**src/rtl/first_fit_block_allocator_defines.svh**
```systemverilog
`ifndef FIRST_FIT_BLOCK_ALLOCATOR_DEFINES_SVH
`define FIRST_FIT_BLOCK_ALLOCATOR_DEFINES_SVH

// Same-cycle implication, sampled on clk and disabled while arst_n is low.
`define FFBA_ASSERT_NOW(label, ante, cons, msg) \
	label: assert property (@(posedge clk) disable iff (!arst_n) (ante) |-> (cons)) \
		else $error(msg);

// Next-cycle implication, sampled on clk and disabled while arst_n is low.
`define FFBA_ASSERT_NEXT(label, ante, cons, msg) \
	label: assert property (@(posedge clk) disable iff (!arst_n) (ante) |=> (cons)) \
		else $error(msg);

`endif

```
**src/rtl/ffba_pkg.sv**
```systemverilog
package ffba_pkg;

	localparam int MAX_BLOCKS = 64;
	localparam int IDX_W = (MAX_BLOCKS > 1) ? $clog2(MAX_BLOCKS) : 1;
	localparam int CNT_W = $clog2(MAX_BLOCKS + 1);

	localparam logic ACT_ALLOC   = 1'b0;
	localparam logic ACT_RELEASE = 1'b1;

	localparam logic [1:0] REG_HEAP_BASE    = 2'd0;
	localparam logic [1:0] REG_HEAP_BYTES   = 2'd1;
	localparam logic [1:0] REG_HEADER_BYTES = 2'd2;

	typedef enum logic [2:0] {
		ST_OK        = 3'd0,
		ST_ZERO_SIZE = 3'd1,
		ST_EXHAUSTED = 3'd2,
		ST_FULL      = 3'd3,
		ST_UNKNOWN   = 3'd4
	} status_t;

	// Search item passed from cell to cell.
	typedef struct packed {
		logic        valid;
		logic        search;
		logic        action;
		logic [31:0] size;
		logic [31:0] target;
		logic        found;
		logic [31:0] off;
	} tok_t;

	// Entry write broadcast to all cells.
	typedef struct packed {
		logic             en;
		logic [IDX_W-1:0] idx;
		logic [31:0]      size;
		logic [31:0]      off;
	} wr_t;

endpackage

```
**src/rtl/ffba_cell.sv**
```systemverilog
module ffba_cell
	import ffba_pkg::*;
(
	input  logic             clk,
	input  logic             arst_n,
	input  logic [IDX_W-1:0] idx,
	input  logic [CNT_W-1:0] count,
	input  wr_t              wr,
	input  tok_t             tok_in,
	output tok_t             tok_out
);

	logic [31:0] size_q;
	logic [31:0] off_q;
	logic        free_q;
	logic        valid_q;
	tok_t        tok_q;
	tok_t        tok_d;
	logic        in_use;
	logic        hit;

	assign in_use = CNT_W'(idx) < count;

	always_comb begin
		hit = 1'b0;
		if (tok_in.valid && tok_in.search && !tok_in.found && in_use) begin
			if (tok_in.action == ACT_ALLOC) begin
				hit = free_q && (size_q >= tok_in.size);
			end else begin
				hit = (off_q == tok_in.target);
			end
		end
	end

	always_comb begin
		tok_d = tok_in;
		if (hit) begin
			tok_d.found = 1'b1;
			tok_d.off   = off_q;
		end
	end

	always_ff @(posedge clk or negedge arst_n) begin
		if (!arst_n) begin
			free_q  <= 1'b0;
			valid_q <= 1'b0;
		end else begin
			valid_q <= tok_in.valid;
			if (wr.en && (wr.idx == idx)) begin
				free_q <= 1'b0;
			end else if (hit) begin
				free_q <= (tok_in.action == ACT_RELEASE);
			end
		end
	end

	always_ff @(posedge clk) begin
		if (wr.en && (wr.idx == idx)) begin
			size_q <= wr.size;
			off_q  <= wr.off;
		end
		tok_q <= tok_d;
	end

	always_comb begin
		tok_out       = tok_q;
		tok_out.valid = valid_q;
	end

endmodule
```
**config.mk**
```make
export PLATFORM = sky130hd
export DESIGN_NAME = ffba_cell
export DESIGN_NICKNAME = d
export VERILOG_FILES = /design/src/rtl/first_fit_block_allocator_defines.svh /design/src/rtl/ffba_pkg.sv /design/src/rtl/ffba_cell.sv
export SDC_FILE = /design/constraint.sdc
export NUM_CORES = 1
export LEC_CHECK = 0
export BUFFER_PORTS_ARGS = -buffer_cell sky130_fd_sc_hd__buf_2
export CAP_MARGIN = 20
export CORE_UTILIZATION = 41
export DETAILED_ROUTE_END_ITERATION = 8
export MAX_ROUTING_LAYER = met4
export PLACE_DENSITY = 0.75
export SLEW_MARGIN = 20
export SYNTH_ARGS = -nofsm -noshare
export SYNTH_HDL_FRONTEND = slang
export SYNTH_SLANG_ARGS = --single-unit
```
**constraint.sdc**
```tcl
create_clock -name clk -period 2.2 [get_ports clk]
set_input_delay 0.44 -clock clk [delete_from_list [all_inputs] [get_ports clk]]
set_output_delay 0.44 -clock clk [all_outputs]
set_load 0.02 [all_outputs]
```
==> flow_summary.json <==
{
  "status": "finished, violations left",
  "violations": "negative setup slack",
  "synth.net_count": 619,
  "cts_num_sinks": 165,
  "place_hpwl_um": 11300,
  "final-max-slew-violation-count": 0,
  "post-route-period-util_pct": 119,
  "synthAdderAreaFrac_pct": 7.97,
  "cts_buffers": 17,
  "avgViaCountPerCell": 4.63,
  "p_total_w": 0.00701,
  "grt_overflow": 0,
  "drt_pass1_iterations": 4,
  "ant_nets": 0,
  "place_ws_ps": -638,
  "setup_viol": 33,
  "rsz0062_at_grt": "true",
  "cp.arrival_ps": 2930,
  "ios": 286,
  "finalHoldViolCount": 0,
  "synth_warnings": 0,
  "area_growth_pct": 51.6,
  "synth_compound_area_share_pct": 4.31,
  "critPathCaptureType": "flop",
  "cp.required_ps": 2520,
  "power_density_nw_per_um2": 795,
  "die_h_um": 121,
  "post-route-drc-count": 0,
  "maxSlewHeadroom_pct": 75.0,
  "clockBufferDepth": 2,
  "start_util_pct": 41.9,
  "tritoncts": "yes",
  "finalNonFillerCells": 936,
  "synth_top_family_by_area": "adder cells",
  "max_slew.worst_pin.slew_ps": 372,
  "drt-total-wl_um": 14900,
  "avgSynthCellArea_um2": 14.7,
  "h-tree-depth": 4,
  "seqCellArea_um2": 3950,
  "dp.cells": 893,
  "maxCapViolations": 0,
  "grt_pass1_wl_um": 22200,
  "placement.cell_area_um2": 7980,
  "drtIter0Drc": 225,
  "grt_antenna_before_repair": 0,
  "syn_area_um2": 5810,
  "netlist_instances": 396,
  "grt_max_degree": 34,
  "grt_pass1_vias": 4498,
  "clk_pin_slew_ps": 70,
  "io_buffers": 285,
  "critPathKind": "flop to flop",
  "die_width_um": 121,
  "path_max_fanout": 8,
  "gp_congestion": 0.806,
  "layout_setup_ws_ps": -411,
  "multi_input_area_um2": 1980,
  "clock.fmax_mhz": 383,
  "finish.instance_area_um2": 8810,
  "leakage_nw": 4.06,
  "core-area_um2": 13900,
  "period_minus_slack_ps": 2610,
  "via_count": 4334,
  "rows": 43,
  "grt_util_all_layers_pct": 21.4,
  "drive_gt1_share_pct": 56.3,
  "synth-seq-area-share_pct": 68.0,
  "synth_simple_gate_area_share_pct": 4.54,
  "wl_per_cell_um": 15.9,
  "synth_xor_area_share_pct": 5.73,
  "synth_ff_type": "dfxtp_1",
  "die_area_um2": 14700,
  "ys_async_sr_fraction_pct": 1.21,
  "fillers": 1067,
  "root_buffer": "clkbuf_16",
  "nNetsFinal": 966,
  "finClkSkew_ps": 10.4,
  "ys_types": 36,
  "synth-edff-count": 64,
  "startpoint_type": "flop",
  "ys_seq_elements": 165,
  "vdd_drop_max_mv": 0.459,
  "synth_mux_area_share_pct": 6.20,
  "hp-class": "input pin to flop",
  "clk_latency_ps": 430,
  "diodes": 0
}
path summary, 6_finish.rpt:
kind	start	endpoint	slack, ps	cells after the start
hold / removal	tok_in[98]	tok_out[98]	130	1
hold reg to reg	off_q[20]	tok_out[20]	530	1
setup reg to reg	size_q[14]	tok_out[15]	-410	11
min in group asynchronous	arst_n	valid_q	350	2
max in group asynchronous	arst_n	free_q	1730	2
setup / recovery	size_q[14]	tok_out[15]	-410	11
synthesized netlist by cell type (all sizes together) (2+ instances only):
cell type,number,share of area (%)
nand2,12,0.77
inv,39,2.5
xnor2,35,5.3
nand3,2,0.17
and4,2,0.30
xor2,3,0.45
nand4,13,1.4
o21ai,8,0.69
dfrtp,2,0.86
nor2,4,0.26
mux2,32,6.2
o21a,2,0.26
buf,4,0.71
a21oi,12,1.0
nor4,4,0.43
edfxtp,64,33
a221oi,3,0.75
nand2b,2,0.34
dfxtp,99,34
nor3,5,0.43
a2111oi,2,0.62
ha,37,8.0
layout by cell type, fill, tap and decap left out, types with 3 or more instances in the layout:
cell       Yosys  final
ha_4           0      7
a21oi_1       12      8
dfxtp_1       99     99
buf_16         0      3
inv_6          0      6
buf_4          1     36
edfxtp_1      64     64
buf_2          0    285
buf_12         0      4
nor2_1         4      4
clkbuf_16      0     17
nand4_1       13     13
xnor2_1       35     35
mux2_4         0     32
o21ai_0        8      5
ha_1          37     30
buf_6          3      3
a21oi_2        0      4
nor3_1         5      4
nand2_1       12     12
inv_1         39     35
logic make-up (layout without fill, tap and decap cells):
family / count (synthesis) / after routing
buffers and inverters: 43 / 403
DFF: 165 / 165
muxes: 32 / 32
AOI/OAI and AO/OA: 34 / 34
adders and majority gates: 37 / 37
xor gates and xnor gates: 38 / 38
and+or+nand+nor: 47 / 47
critical path: stages (launching register included):
cell       delay [ps]
edfxtp_1          420
ha_4              300
nand4_1           130
nor2_1            120
o2111ai_1         130
o21ai_2           190
nand4_1           170
a221oi_4          340
buf_6             150
buf_4             110
buf_12            130
mux2_4            310
registers in the layout, summed over array words and instances, names as in the netlist:
register,flops
valid_q,1
size_q,32
off_q,32
free_q,1
tok_out,99
metal layers:
layer  routed length, µm  vias up  track usage, %
li1                    -     2094               -
met1                5860     2057            23.1
met2                8030      163            37.5
met3                 744       20            4.89
met4                 288        0            9.18
met5                   0        -               -
cell type report:
cell class | count | area share (%)
multi-input cells | 188 | 22.5
inverters | 39 | 1.78
flip-flops and latches | 165 | 44.9
clock inverters | 13 | 1.53
clock buffers | 19 | 5.14
well taps | 180 | 2.56
repair buffers | 332 | 21.6
where the power goes:
group          internal, W  switching [W]
registers          0.00329      0.0000366
logic             0.000375       0.000385
clock network      0.00165        0.00126
total              0.00532        0.00169
per-stage QoR:
step / hold WS (ps) / util, % / TNS (ps)
after detailed placement: 245 / 57.5 / -20480
after CTS: 113 / 63.0 / -13680
after floorplan: 144 / - / -73870
final: 130 / 63.5 / -12520
after global placement: 244 / 57.5 / -19030
after global routing: 112 / 63.5 / -18490
timing repair:
action,in CTS,in global routing
cloned,3,0
pin swaps,11,3
hold buffers,1,0
endpoints found under the hold margin,2,0
resized for setup,10,8
setup buffers,7,1
endpoints found under the setup margin,33,34
Note: power is estimated with default switching activity, not from simulation.
